## src/rtl/tun_pkg.sv

```systemverilog
// Shared types and constants of the triangle unit normal block
package tun_pkg;

   localparam int COORD_WIDTH = 24;
   localparam int DIFF_WIDTH  = COORD_WIDTH + 1;
   localparam int CROSS_WIDTH = 2 * DIFF_WIDTH + 1;
   localparam int OUT_WIDTH   = 16;
   localparam int QUEUE_DEPTH = 4;
   localparam int QUEUE_AW    = $clog2(QUEUE_DEPTH);

   typedef struct packed {
      logic signed [COORD_WIDTH-1:0] ax;
      logic signed [COORD_WIDTH-1:0] ay;
      logic signed [COORD_WIDTH-1:0] az;
      logic signed [COORD_WIDTH-1:0] bx;
      logic signed [COORD_WIDTH-1:0] by_coord;
      logic signed [COORD_WIDTH-1:0] bz;
      logic signed [COORD_WIDTH-1:0] cx;
      logic signed [COORD_WIDTH-1:0] cy;
      logic signed [COORD_WIDTH-1:0] cz;
   } req_type;

   typedef struct packed {
      logic signed [OUT_WIDTH-1:0] nx;
      logic signed [OUT_WIDTH-1:0] ny;
      logic signed [OUT_WIDTH-1:0] nz;
      logic                        degenerate;
   } rsp_type;

   typedef struct packed {
      logic signed [CROSS_WIDTH-1:0] wx;
      logic signed [CROSS_WIDTH-1:0] wy;
      logic signed [CROSS_WIDTH-1:0] wz;
      logic                          degenerate;
   } cross_type;

endpackage

```

## src/rtl/tun_queue.sv

```systemverilog
// Short queue of cross products between the front and back pipelines
module tun_queue (
   input  logic                clock,
   input  logic                reset,
   input  logic                wr_push,
   input  tun_pkg::cross_type  wr_data,
   output logic                wr_full,
   input  logic                rd_pop,
   output tun_pkg::cross_type  rd_data,
   output logic                rd_empty
);
   import tun_pkg::*;

   cross_type           mem_ff [QUEUE_DEPTH];
   logic [QUEUE_AW-1:0] wptr_ff, wptr_in;
   logic [QUEUE_AW-1:0] rptr_ff, rptr_in;
   logic [QUEUE_AW:0]   count_ff, count_in;
   logic                do_wr, do_rd;

   assign wr_full  = (count_ff == (QUEUE_AW+1)'(QUEUE_DEPTH));
   assign rd_empty = (count_ff == '0);
   assign do_wr    = wr_push && !wr_full;
   assign do_rd    = rd_pop && !rd_empty;
   assign rd_data  = mem_ff[rptr_ff];

   always_comb begin
      wptr_in  = wptr_ff;
      rptr_in  = rptr_ff;
      count_in = count_ff;
      if (do_wr) begin
         wptr_in = (wptr_ff == QUEUE_AW'(QUEUE_DEPTH-1)) ? '0 : wptr_ff + 1'b1;
      end
      if (do_rd) begin
         rptr_in = (rptr_ff == QUEUE_AW'(QUEUE_DEPTH-1)) ? '0 : rptr_ff + 1'b1;
      end
      case ({do_wr, do_rd})
         2'b10:   count_in = count_ff + 1'b1;
         2'b01:   count_in = count_ff - 1'b1;
         default: count_in = count_ff;
      endcase
   end

   always_ff @(posedge clock) begin
      if (reset) begin
         wptr_ff  <= '0;
         rptr_ff  <= '0;
         count_ff <= '0;
      end else begin
         wptr_ff  <= wptr_in;
         rptr_ff  <= rptr_in;
         count_ff <= count_in;
      end
   end

   always_ff @(posedge clock) begin
      if (do_wr) begin
         mem_ff[wptr_ff] <= wr_data;
      end
   end

endmodule

```

## config.mk

```make
export PLATFORM = sky130hd
export DESIGN_NAME = tun_queue
export DESIGN_NICKNAME = d
export VERILOG_FILES = /design/src/rtl/tun_pkg.sv /design/src/rtl/tun_queue.sv
export SDC_FILE = /design/constraint.sdc
export NUM_CORES = 1
export LEC_CHECK = 0
export ABC_CLOCK_PERIOD_IN_PS = 5800
export BUFFER_PORTS_ARGS = -buffer_cell sky130_fd_sc_hd__clkbuf_2
export CORE_MARGIN = 4
export CORE_UTILIZATION = 45
export CTS_CLUSTER_DIAMETER = 200
export DETAILED_ROUTE_END_ITERATION = 6
export SETUP_SLACK_MARGIN = 0.05
export SLEW_MARGIN = 5
export SYNTH_ARGS = -nofsm -noshare
export SYNTH_HDL_FRONTEND = slang
export SYNTH_SLANG_ARGS = --single-unit
export TNS_END_PERCENT = 1
```

## constraint.sdc

```tcl
create_clock -name clock -period 5.8 [get_ports clock]
set_clock_uncertainty 0.15 [all_clocks]
set_input_delay 1.16 -clock clock [delete_from_list [all_inputs] [get_ports clock]]
set_output_delay 1.16 -clock clock [all_outputs]
set_load 0.005 [all_outputs]
```

==> results by stage, run 1 <==
Layout:
- The finished layout holds 1929 standard cells, fillers aside.
- Once layout is complete, the utilization of the core stands at 0.549.
- In the final layout, the share of cells above drive strength 1 is 0.454.
- After filler insertion, the fill cell instance count of the layout stands at 3753.
- The multi-input combinational cells in the finished layout cover a total of 0.00376 mm².
- The area growth from synthesis to layout is 19.5%.
- The count of nets after finishing is 1377.
- The combined flip-flop and latch cell area is 0.0187 mm².
- Once layout is done, the placed cells without fillers occupy 0.0271 mm².

Timing:
- In the finished design, the share of the clock period the worst path needs comes to 0.674.
- The minimum clock period is 3.91 ns.
- The count of final max-slew check failures is 0.
- The hold violation count in the final report is 0.
- Across all setup checks in the final design, the least slack found is 1.89 ns.
- Setup repair after global routing left no endpoint under its margin.
- After routing, the total negative slack on setup checks comes to 0 ns.
- At the pin with the least slew margin, the transition time is 1.01 ns.
- The worst pin sits at a relative slew slack of 0.329.
- Setup violations remaining at the end of the flow were counted as 0.
- The peak clock frequency supported by timing is 0.256 GHz.

Route:
- After detailed routing, the total wire length is 43000 µm.
- The wire length per cell is 22.3 µm.
- The count of TritonRoute iterations in the first routing pass is 4.
- The vias after detailed routing is 10113.
- The number of design rule violations left after detail routing is 0.
- The count of nets left with antenna violations after detail routing is 0.
- The first routing iteration left 600 violations.
- The via density per instance is 5.24.

Global route:
- The global-route wire length before repair is 65200 µm.
- For met1 alone, demand over resource in global routing was 0.220.
- In the global route stage, met3 resource usage came out at 0.0615.
- For met2 alone, demand over resource in global routing was 0.244.
- For this run the aggregate overflow at the end of global routing stands at 0.
- The via count of the first global-routing pass is 10640.
- The all-layer global routing usage is 0.159.
- The initial antenna violation count is 8.
- The pin count of the biggest net entering global routing is 97.
- After global routing, the most crowded layer is met2.

Clock network:
- The TritonCTS clock tree is done.
- After clock tree synthesis, the repair step resized 0 gates.
- No sink is reached through more buffers than the 3 on the longest clock path.
- Buffers inserted to repair hold after CTS numbered 0.
- The clock drives 625 sinks.
- Clock-pin slew was measured on the worst setup and hold paths at 0.06 ns.
- TritonCTS created 61 clock buffers.
- Once the clock tree was built, the setup fixing pass inserted 0 buffers.
- The source-to-sink clock delay at the later pin of the worst-skew pair is 0.60 ns.
- The root buffer cell chosen for the clock tree is sky130_fd_sc_hd__clkbuf_16.
- The H-tree generated during clock tree synthesis spans 2 levels.

Floorplanning:
- The y dimension of the die is 232 µm.
- The count of standard-cell rows is 81.
- The overall die area is 0.0540 mm².
- The floorplan step defined a core boundary enclosing 0.0494 mm².
- The floorplan step set the die width to 232 µm.
- The number of top-level pins is 314.
- For this configuration, the core starts out at a cell density of 0.459.

Min path:
- In this run the most critical hold path is launched from rptr_ff[0].
- The path type of the worst min-delay path is reg -> reg.
- The instance count along the most critical hold path is 2.

Yosys:
- The post-synthesis cell count is 858.
- After synthesis, the cell types taking the most area are sky130_fd_sc_hd__edfxtp_1, sky130_fd_sc_hd__mux4_2, sky130_fd_sc_hd__dfxtp_1, sky130_fd_sc_hd__buf_6, sky130_fd_sc_hd__buf_2.
- During synthesis, Yosys emitted a total of 0 warnings.
- The commonest cells after synthesis are sky130_fd_sc_hd__edfxtp_1, sky130_fd_sc_hd__mux4_2, sky130_fd_sc_hd__buf_2.
- The most instantiated library cell after synthesis is sky130_fd_sc_hd__edfxtp_1.
- After synthesis, the netlist uses 27 different library cells.
- The synthesized net count is 1023.
- Dividing the synthesized area by the synthesized cell count gives 26.4 µm².
- Of the synthesized area, sequential elements account for 0.824.
- The synthesized design contains 616 enable-type register cells.
- The synthesized cell area is 0.0227 mm².
- The largest total area in the synthesized netlist belongs to sky130_fd_sc_hd__edfxtp_1.
- The register bit count reported by yosys is 625.
- In the synthesized netlist the async set-or-reset flop fraction comes to 0.
- Of the post-synthesis cell area, the dominant cell type holds 0.816.
- The most frequently used flop master after synthesis is sky130_fd_sc_hd__edfxtp_1.

Run:
- Across the run, the number of max-cap violations was 0.

Pwr:
- The maximum VDD drop is 0.295 mV.
- The cell leakage power is 9.06 nW.
- The total power per unit cell area is 427 mW/mm².

Place:
- The placement-stage cell area is 0.0251 mm².
- The post-placement cell count is 1813.
- The quantity of I/O buffers inserted on ports is 313.
- Before CTS, the worst setup slack after placement is 2.46 ns.
- The congestion estimate from routability-driven global placement came to 0.724.
- The placed wire-length estimate after detailed placement is 25600 µm.

Worst setup path:
- The worst setup path is captured at a primary output.
- The critical path data required time is 4.49 ns.
- The reg-to-reg critical path startpoint is count_ff[2].
- The worst reg-to-reg setup slack is 3.22 ns.
- Along the worst path, the maximum fanout reaches 47.
- In this run the critical register-to-register path is captured at count_ff[2].
- The start-to-end type of the worst setup path is reg -> out.
- Measured in cells, the most critical reg-to-reg path has a length of 9.
- The nature of the critical path startpoint is a flip-flop.
- STA puts the critical path data arrival time at 2.60 ns.

Status:
- The flow ran to the end, and the final reports show no timing, DRC or antenna violations.
==> metrics by stage <==
stage / power (mW) / hold WS [ns]
finish: 11.6 / 0.335
CTS: 11.8 / 0.335
global route: 12.1 / 0.370
detailed placement: 7.80 / 0.326
global placement: 7.77 / 0.326
floorplan: 6.94 / 0.313
==> cell type report <==
type	instances	area share
clock inverter	30	0.0136
clock buffer	81	0.0607
sequential	625	0.689
antenna	5	0.000462
inverter	8	0.00111
timing repair buffer	327	0.0654
multi-input combinational	189	0.139
tap	664	0.0307
==> per-layer routing <==
metal | part of all wire | vias to the layer above
met5 | 0.0012 | -
met4 | 0.011 | 8
li1 | - | 4447
met2 | 0.48 | 300
met1 | 0.42 | 5310
met3 | 0.092 | 48
==> registers in the layout (all words and copies together) (netlist names), named ones only <==
register and count:
count_ff 3, rptr_ff 2, mem_ff 616, wptr_ff 2
==> logic make-up after synthesis <==
logic type               after synthesis  synth area share
multiplexers                         155             0.153
XOR/XNOR                               2          0.000773
buffers and inverters                 44            0.0114
AND/OR/NAND/NOR                       17           0.00414
flip-flops                           625             0.824
AO/OA/AOI/OAI                          8           0.00232
adder cells (fa/ha/maj)                7           0.00419
==> worst max path at each step <==
stage | from | end | slack (ns) | cells past startpoint
2_1_floorplan | wr_push | mem_ff[1][0] | 0.37 | 1
5_1_grt | flip-flop | rd_data[124] | 1.74 | 3
3_3_place_gp | flip-flop | rd_data[101] | 2.46 | 3
3_5_place_dp | flip-flop | rd_data[91] | 2.46 | 3
6_report | flip-flop | rd_data[101] | 1.89 | 3
4_1_cts | flip-flop | rd_data[91] | 1.79 | 3
==> cells in the final DEF, fill, tap and decap left out <==
master / netlist / layout
sky130_fd_sc_hd__or3_1: 2 / 2
sky130_fd_sc_hd__nor3_1: 2 / 2
sky130_fd_sc_hd__inv_6: 0 / 1
sky130_fd_sc_hd__clkinvlp_4: 0 / 1
sky130_fd_sc_hd__dfxtp_4: 0 / 2
sky130_fd_sc_hd__mux4_2: 154 / 154
sky130_fd_sc_hd__ha_1: 6 / 6
sky130_fd_sc_hd__nor2_1: 4 / 4
sky130_fd_sc_hd__o31ai_1: 1 / 1
sky130_fd_sc_hd__clkinv_2: 0 / 9
sky130_fd_sc_hd__o31ai_2: 1 / 1
sky130_fd_sc_hd__clkbuf_16: 0 / 63
sky130_fd_sc_hd__fa_1: 1 / 1
sky130_fd_sc_hd__xor2_1: 2 / 2
sky130_fd_sc_hd__o21ai_0: 1 / 1
sky130_fd_sc_hd__bufinv_16: 0 / 9
sky130_fd_sc_hd__dfxtp_1: 9 / 7
sky130_fd_sc_hd__edfxtp_1: 616 / 616
sky130_fd_sc_hd__or3b_1: 1 / 1
sky130_fd_sc_hd__buf_12: 0 / 8
sky130_fd_sc_hd__nand2_1: 1 / 1
sky130_fd_sc_hd__inv_1: 8 / 8
sky130_fd_sc_hd__diode_2: 0 / 5
sky130_fd_sc_hd__and3_4: 0 / 4
sky130_fd_sc_hd__clkinv_1: 0 / 10
sky130_fd_sc_hd__mux2i_1: 1 / 1
sky130_fd_sc_hd__clkbuf_2: 1 / 313
sky130_fd_sc_hd__a21o_1: 1 / 1
sky130_fd_sc_hd__clkbuf_1: 5 / 18
sky130_fd_sc_hd__nand3_1: 2 / 2
sky130_fd_sc_hd__buf_4: 3 / 6
sky130_fd_sc_hd__and2_4: 1 / 1
sky130_fd_sc_hd__a21oi_1: 4 / 4
==> critical path: stages (launching register included) <==
cell and delay [ns]:
sky130_fd_sc_hd__dfxtp_4 0.84, sky130_fd_sc_hd__buf_4 0.54, sky130_fd_sc_hd__mux4_2 0.41, sky130_fd_sc_hd__clkbuf_2 0.13
==> report_power, final <==
| group | total, mW | internal, mW | switching, mW |
|---|---|---|---|
| clock | 3.94 | 2.38 | 1.56 |
| sequential | 5.55 | 5.42 | 0.135 |
| combinational | 2.07 | 1.04 | 1.03 |
| total | 11.6 | 8.83 | 2.73 |
No activity file was read; power rests on OpenSTA's default activity.
==> run 2: changes to the inputs <==
--- a/config.mk
+++ b/config.mk
@@ -5,12 +5,13 @@
 export SDC_FILE = /design/constraint.sdc
 export NUM_CORES = 1
 export LEC_CHECK = 0
-export ABC_CLOCK_PERIOD_IN_PS = 5800
+export ABC_CLOCK_PERIOD_IN_PS = 3150
 export BUFFER_PORTS_ARGS = -buffer_cell sky130_fd_sc_hd__clkbuf_2
 export CORE_MARGIN = 4
 export CORE_UTILIZATION = 45
 export CTS_CLUSTER_DIAMETER = 200
 export DETAILED_ROUTE_END_ITERATION = 6
+export PLACE_DENSITY = 0.67
 export SETUP_SLACK_MARGIN = 0.05
 export SLEW_MARGIN = 5
 export SYNTH_ARGS = -nofsm -noshare
==> constraint.sdc (replaced) <==
create_clock -name clock -period 3.15 [get_ports clock]
set_clock_uncertainty 0.15 [all_clocks]
set_input_delay 0.63 -clock clock [delete_from_list [all_inputs] [get_ports clock]]
set_output_delay 0.63 -clock clock [all_outputs]
set_load 0.005 [all_outputs]
==> results by stage, run 2 (synthesis gave the netlist of run 1 again) <==
Worst setup path:
- The kind of end point of the critical path is a primary output (unchanged).
- The largest incremental delay on the critical path is 0.54 ns (was 0.84 ns).
- The largest fanout of any net on the critical path is 20 (was 47).
- The number of cell instances on the worst register-to-register path is 9 (unchanged).
- The cell with the largest stage delay on the worst path is sky130_fd_sc_hd__mux4_2 (was sky130_fd_sc_hd__dfxtp_4).
- The buffer and inverter count on the worst path is 3 (was 2).
- The worst path arrival time is 2.17 ns (was 2.60 ns).
- The reg-to-reg endpoint is count_ff[2] (unchanged).
- The reg-to-reg critical path startpoint was count_ff[2] (unchanged).
- The critical path data required time is 2.37 ns (was 4.49 ns).
- The kind of cell with the highest combined delay on the critical path is buffers and inverters (was flip-flops).
- The start-to-end type of the worst setup path is reg -> out (unchanged).
- The worst reg-to-reg setup slack is 0.51 ns (was 3.22 ns).
- The nature of the critical path startpoint was a flip-flop (unchanged).
- Sequence of cells on the critical path: buf_12 > buf_16 > mux4_2 > clkbuf_2 (was buf_4 > mux4_2 > clkbuf_2).

Place:
- The placer congestion estimate is 0.734 (was 0.724).
- The placement-stage cell area is 0.0254 mm² (was 0.0251 mm²).
- The quantity of I/O buffers inserted on ports is 313 (unchanged).
- The post-placement cell count is 1845 (was 1813).
- The placed wire-length estimate after detailed placement is 28100 µm (was 25600 µm).

Layout:
- The share of post-route cells with drive strength above 1 is 0.462 (was 0.454).
- The commonest non-fill, non-tap cell in the layout is sky130_fd_sc_hd__edfxtp_1 (unchanged).
- The flip-flop count of the largest register after layout was 616 (unchanged).
- The post-route standard cell area excluding fillers came to 0.0272 mm² (was 0.0271 mm²).
- Largest registers: mem_ff (616), count_ff (3) (unchanged).
- The total of fill cells in the finished design was 3728 (was 3753).
- Most frequent cells in the layout: sky130_fd_sc_hd__edfxtp_1, sky130_fd_sc_hd__clkbuf_2, sky130_fd_sc_hd__mux4_2 (unchanged).
- The count of nets after finishing was 1410 (was 1377).
- The signed area change from the synthesized netlist to the final layout is 20.1% (was 19.5%).
- The final cell count without fillers is 1956 (was 1929).
- The largest register by flop count is mem_ff (unchanged).

Route:
- The vias after detailed routing came to 10291 (was 10113).
- The number of DRC markers in iteration 0 is 618 (was 600).
- The via density per instance is 5.26 (was 5.24).
- The count of TritonRoute iterations in the first routing pass is 4 (unchanged).
- The sum of routed wire length over all layers is 44200 µm (was 43000 µm).
- The wire length per cell came to 22.6 µm (was 22.3 µm).
- The count of nets left with antenna violations after detail routing is 0 (unchanged).
- The number of design rule violations left after detail routing is 0 (unchanged).

Floorplanning:
- The count of standard-cell rows is 81 (unchanged).
- The overall die area came to 0.0540 mm² (unchanged).
- The y dimension of the die came to 232 µm (unchanged).
- The total core area came to 0.0494 mm² (unchanged).
- The die span in x is 232 µm (unchanged).
- The initial cell density of the core was 0.459 (unchanged).
- The number of top-level pins is 314 (unchanged).

Status:
- Status: complete, no violations (unchanged).

Pwr:
- The maximum VDD drop is 0.494 mV (was 0.295 mV).
- The cell leakage power came to 9.16 nW (was 9.06 nW).
- The total power per unit cell area came to 764 mW/mm² (was 427 mW/mm²).

Clock network:
- The TritonCTS clock tree was done (unchanged).
- The source-to-sink clock delay at the later pin of the worst-skew pair was 0.59 ns (was 0.60 ns).
- The clock transition time at the flip-flop clock pins of the worst setup and hold paths was 0.06 ns (about the same).
- The library cell used as clock root buffer is sky130_fd_sc_hd__clkbuf_16 (unchanged).
- The number of buffers created by CTS was 61 (unchanged).
- The number of buffers inserted by hold repair at cts is 0 (unchanged).
- The clock tree buffer depth is 3 (unchanged).
- The maximum level of the CTS H-tree is 2 (unchanged).
- The CTS sink count is 625 (unchanged).

Global route:
- The leftover overflow at the end of global routing came to 0 (unchanged).
- The global-route wire length before repair is 67200 µm (was 65200 µm).
- The pin count of the biggest net entering global routing is 71 (was 97).
- The all-layer global routing usage is 0.164 (was 0.159).
- The initial antenna violation count is 8 (unchanged).
- The via count of the first global-routing pass is 10923 (was 10640).

Timing:
- The hold violation count in the final report is 0 (unchanged).
- Unrepaired setup endpoints after global routing: true (was false).
- The total setup violations reported at the end of the flow is 0 (unchanged).
- Dividing the final minimum period by the clock period gives 0.936.
- The transition time of the tightest slew-check pin is 0.765 ns (was 1.01 ns).
- Subtracting the final worst setup slack from the clock period gives 2.95 ns.
- Static timing analysis puts the maximum clock frequency at 0.339 GHz.
- The count of final max-slew check failures is 0 (unchanged).
- The normalized max-slew margin is 0.486 (was 0.329).

Min path:
- The source of the worst hold timing path is wr_data[50] (was rptr_ff[0]).
- The path type of the worst min-delay path is in -> reg (was reg -> reg).
- The instance count along the most critical hold path came to 1 (was 2).
- The end point of the most critical hold path is mem_ff[2][50].

Run:
- The max-capacitance violation count is 0 (unchanged).
-- run 2: changes by cell type in the layout (fill, tap and decap cells not counted), sizes merged --
cell	before	now
buf	14	47
clkinv	19	27
bufinv	9	2
clkbuf	394	390
diode	5	1
clkinvlp	1	2
-- run 2: area by class of cell --
| cell class | count | area, µm² | share of cell area |
|---|---|---|---|
| Clock inverter | 32 | 195 | 0.00717 |
| Antenna cell | 1 | 2.50 | 0.0000919 |
| Inverter | 8 | 30.0 | 0.00110 |
| Tap cell | 664 | 831 | 0.0305 |
| Multi-Input combinational cell | 189 | 3760 | 0.138 |
| Sequential cell | 625 | 18700 | 0.686 |
| Clock buffer | 77 | 1590 | 0.0583 |
| Timing Repair Buffer | 360 | 2150 | 0.0788 |
-- run 2: worst max path at each step --
stage,from,to,slack [ns],cells after the start
5_1_grt,flip-flop,rd_data[98],0.04,4
3_5_place_dp,count_ff[2],count_ff[2],0.54,9
4_1_cts,flip-flop,rd_data[138],0.08,4
6_report,flip-flop,rd_data[98],0.20,4
3_3_place_gp,count_ff[2],count_ff[2],0.62,9
2_1_floorplan,count_ff[0],mem_ff[0][0],-0.01,3
-- run 2: timing repair --
action / in CTS / in global routing
setup endpoints to repair: 48 / 7
setup buffers: 1 / 0
gates resized for setup: 1 / 1
-- run 2: per-layer routing --
layer	vias up	wire (µm)	part of all wire	global-route usage
li1	4497	-	-	-
met1	5394	18200	0.41	0.228
met2	321	21100	0.48	0.254
met3	67	4030	0.091	0.0574
met4	12	821	0.019	0.0364
met5	-	71	0.0016	0
-- run 2: stage by stage --
step	worst slack, ns	hold WS (ns)	power, mW	TNS [ns]	util
3_5_place_dp	0.541	0.343	14.6	0	0.515
2_1_floorplan	-0.0134	0.313	12.7	-8.24	-
6_report	0.202	0.101	20.8	0	0.552
5_1_grt	0.0396	0.0572	21.8	0	0.552
4_1_cts	0.0779	0.0456	21.2	0	0.552
3_3_place_gp	0.622	0.337	14.5	0	0.515
-- run 2: power by group --
part	internal, mW	switching, mW	leakage (nW)
Combinational	2.08	2.03	2.56
Sequential	9.97	0.194	5.73
Clock	3.69	2.85	0.865
==> run 3: changes to the inputs <==
--- a/config.mk
+++ b/config.mk
@@ -6,12 +6,12 @@
 export NUM_CORES = 1
 export LEC_CHECK = 0
 export ABC_CLOCK_PERIOD_IN_PS = 3150
-export BUFFER_PORTS_ARGS = -buffer_cell sky130_fd_sc_hd__clkbuf_2
+export CORE_ASPECT_RATIO = 1.1
 export CORE_MARGIN = 4
 export CORE_UTILIZATION = 45
 export CTS_CLUSTER_DIAMETER = 200
 export DETAILED_ROUTE_END_ITERATION = 6
-export PLACE_DENSITY = 0.67
+export DONT_BUFFER_PORTS = 1
 export SETUP_SLACK_MARGIN = 0.05
 export SLEW_MARGIN = 5
 export SYNTH_ARGS = -nofsm -noshare
==> results by stage, run 3 (synthesis gave the netlist of run 1 again) <==
Route:
- The count of TritonRoute iterations in the first routing pass is 5 (was 4).
- The sum of routed wire length over all layers is 43800 µm (was 44200 µm).
- The wire length per cell is 24.6 µm (was 22.6 µm).
- The vias after detailed routing is 9703 (was 10291).
- The count of nets left with antenna violations after detail routing is 0 (unchanged).
- The number of design rule violations left after detail routing is 0 (unchanged).
- The via density per instance is 5.45 (was 5.26).
- The number of DRC markers in iteration 0 is 685 (was 618).

Place:
- The placer congestion estimate came to 0.701 (was 0.734).
- The worst-case setup slack after placement is 0.544 ns (was 0.541 ns).
- The placed wire-length estimate after detailed placement is 26900 µm (was 28100 µm).
- The post-placement cell count came to 1513 (was 1845).
- The quantity of I/O buffers inserted on ports is 0 (was 313).

Floorplanning:
- The count of standard-cell rows is 86 (was 81).
- The initial cell density of the core is 0.454 (was 0.459).
- The number of top-level pins is 314 (unchanged).
- The y dimension of the die is 243 µm (was 232 µm).
- The total core area is 0.0499 mm² (was 0.0494 mm²).
- The die span in x is 222 µm (was 232 µm).
- The overall die area came to 0.0540 mm² (about the same).

Worst setup path:
- The kind of cell with the highest combined delay on the critical path is flip-flops (was buffers and inverters).
- The nature of the critical path startpoint was a flip-flop (unchanged).
- Sequence of cells on the critical path: buf_8 > buf_4 > mux4_2 (was buf_12 > buf_16 > mux4_2 > clkbuf_2).
- The worst path arrival time is 2.13 ns (was 2.17 ns).
- The kind of end point of the critical path is a primary output (unchanged).
- The cell with the largest stage delay on the worst path is sky130_fd_sc_hd__dfxtp_4 (was sky130_fd_sc_hd__mux4_2).
- The critical path data required time is 2.37 ns (about the same).
- The largest fanout of any net on the critical path came to 11 (was 20).
- The buffer and inverter count on the worst path is 2 (was 3).
- The largest incremental delay on the critical path was 0.56 ns (was 0.54 ns).
- The start-to-end type of the worst setup path is reg -> out (unchanged).
- The worst reg-to-reg setup slack came to 0.54 ns (was 0.51 ns).

Timing:
- Unrepaired setup endpoints after global routing: false (was true).
- The ratio of final minimum period to clock period is 0.923 (was 0.936).
- The count of final max-slew check failures is 0 (unchanged).
- The peak clock frequency supported by timing is 0.344 GHz (was 0.339 GHz).
- The transition time of the tightest slew-check pin is 0.553 ns (was 0.765 ns).
- The hold violation count in the final report was 0 (unchanged).
- The minimum clock period is 2.91 ns (was 2.95 ns).
- The total setup violations reported at the end of the flow is 0 (unchanged).
- The final worst-path setup slack is 0.242 ns (was 0.202 ns).
- The normalized max-slew margin is 0.632 (was 0.486).

Global route:
- The global-route wire length before repair is 67500 µm (was 67200 µm).
- The all-layer global routing usage came to 0.164 (about the same).
- The initial antenna violation count was 5 (was 8).
- The leftover overflow at the end of global routing came to 0 (unchanged).
- The via count of the first global-routing pass came to 10433 (was 10923).
- The pin count of the biggest net entering global routing is 74 (was 71).

Clock network:
- The clock tree buffer depth is 3 (unchanged).
- The TritonCTS clock tree was done (unchanged).
- The clock transition time at the flip-flop clock pins of the worst setup and hold paths is 0.06 ns (about the same).
- The maximum level of the CTS H-tree is 2 (unchanged).
- The source-to-sink clock delay at the later pin of the worst-skew pair is 0.59 ns (about the same).
- The library cell used as clock root buffer is sky130_fd_sc_hd__clkbuf_16 (unchanged).
- The number of buffers created by CTS is 59 (was 61).
- The CTS sink count is 625 (unchanged).

Layout:
- The count of nets after finishing is 1236 (was 1410).
- The flip-flop count of the largest register after layout is 616 (unchanged).
- The largest register by flop count is mem_ff (unchanged).
- The share of post-route cells with drive strength above 1 was 0.256 (was 0.462).
- The commonest non-fill, non-tap cell in the layout was sky130_fd_sc_hd__edfxtp_1 (unchanged).
- The total of fill cells in the finished design was 3705 (was 3728).
- The final cell count without fillers is 1782 (was 1956).
- Most frequent cells in the layout: sky130_fd_sc_hd__edfxtp_1, sky130_fd_sc_hd__dlygate4sd3_1, sky130_fd_sc_hd__mux4_2 (was sky130_fd_sc_hd__edfxtp_1, sky130_fd_sc_hd__clkbuf_2, sky130_fd_sc_hd__mux4_2).
- Largest registers: mem_ff (616), count_ff (3) (unchanged).
- The signed area change from the synthesized netlist to the final layout is 20.7% (was 20.1%).

Status:
- Status: complete, no violations (unchanged).

Pwr:
- The maximum VDD drop is 0.602 mV (was 0.494 mV).
- The total power per unit cell area is 771 mW/mm² (was 764 mW/mm²).
- The cell leakage power was 8.56 nW (was 9.16 nW).

Run:
- The max-capacitance violation count is 0 (unchanged).

Min path:
- The path type of the worst min-delay path is in -> reg (unchanged).
## run 3: repair_timing
action                                  4_1_cts  5_1_grt
buffers inserted                              1        0
hold buffers                                156        0
endpoints found under the hold margin       625        0
endpoints found under the setup margin        5        0
gates resized for setup                       0        0
## run 3: final cells by class
cell class                      count  area, µm²  area share
Clock inverter                     41        522      0.0191
Inverter                            8       30.0     0.00110
Clock buffer                       69       1560      0.0569
Antenna cell                        2       5.00    0.000183
Sequential cell                   625      18700       0.683
Timing Repair Buffer              188       1980      0.0725
Tap cell                          660        826      0.0302
Multi-Input combinational cell    189       3760       0.137
## run 3: worst paths after layout
check | from | endpoint | cells after the start
worst min register to register | rptr_ff[0] | flip-flop | 2
worst max register to register | count_ff[2] | count_ff[2] | 9
worst min-delay path | wr_push | wptr_ff[1] | 2
worst max-delay path | flip-flop | rd_data[58] | 3
## run 3: per-layer routing
metal / global-route usage / part of all wire / vias to the layer above
met5: 0 / 0.00078 / -
met1: 0.219 / 0.40 / 5181
met3: 0.0512 / 0.075 / 69
li1: - / - / 4152
met2: 0.263 / 0.50 / 295
met4: 0.0494 / 0.023 / 6
## run 3: stage by stage
step / utilization / total power, mW / TNS, ns / hold WS (ns) / instance area, µm²
2_1_floorplan: - / 12.7 / -8.24 / 0.313 / 22700
3_3_place_gp: 0.475 / 13.7 / 0 / 0.304 / 23700
3_5_place_dp: 0.475 / 13.7 / 0 / 0.331 / 23700
4_1_cts: 0.548 / 21.5 / 0 / 0.000541 / 27400
5_1_grt: 0.548 / 22.1 / 0 / 0.0486 / 27400
6_report: 0.548 / 21.1 / 0 / 0.0507 / 27400
## run 3: where the power goes
group | switching [mW] | total [mW] | internal (mW)
logic | 1.84 | 3.47 | 1.63
clock network | 2.94 | 7.45 | 4.52
registers | 0.211 | 10.2 | 9.97
total | 4.99 | 21.1 | 16.1
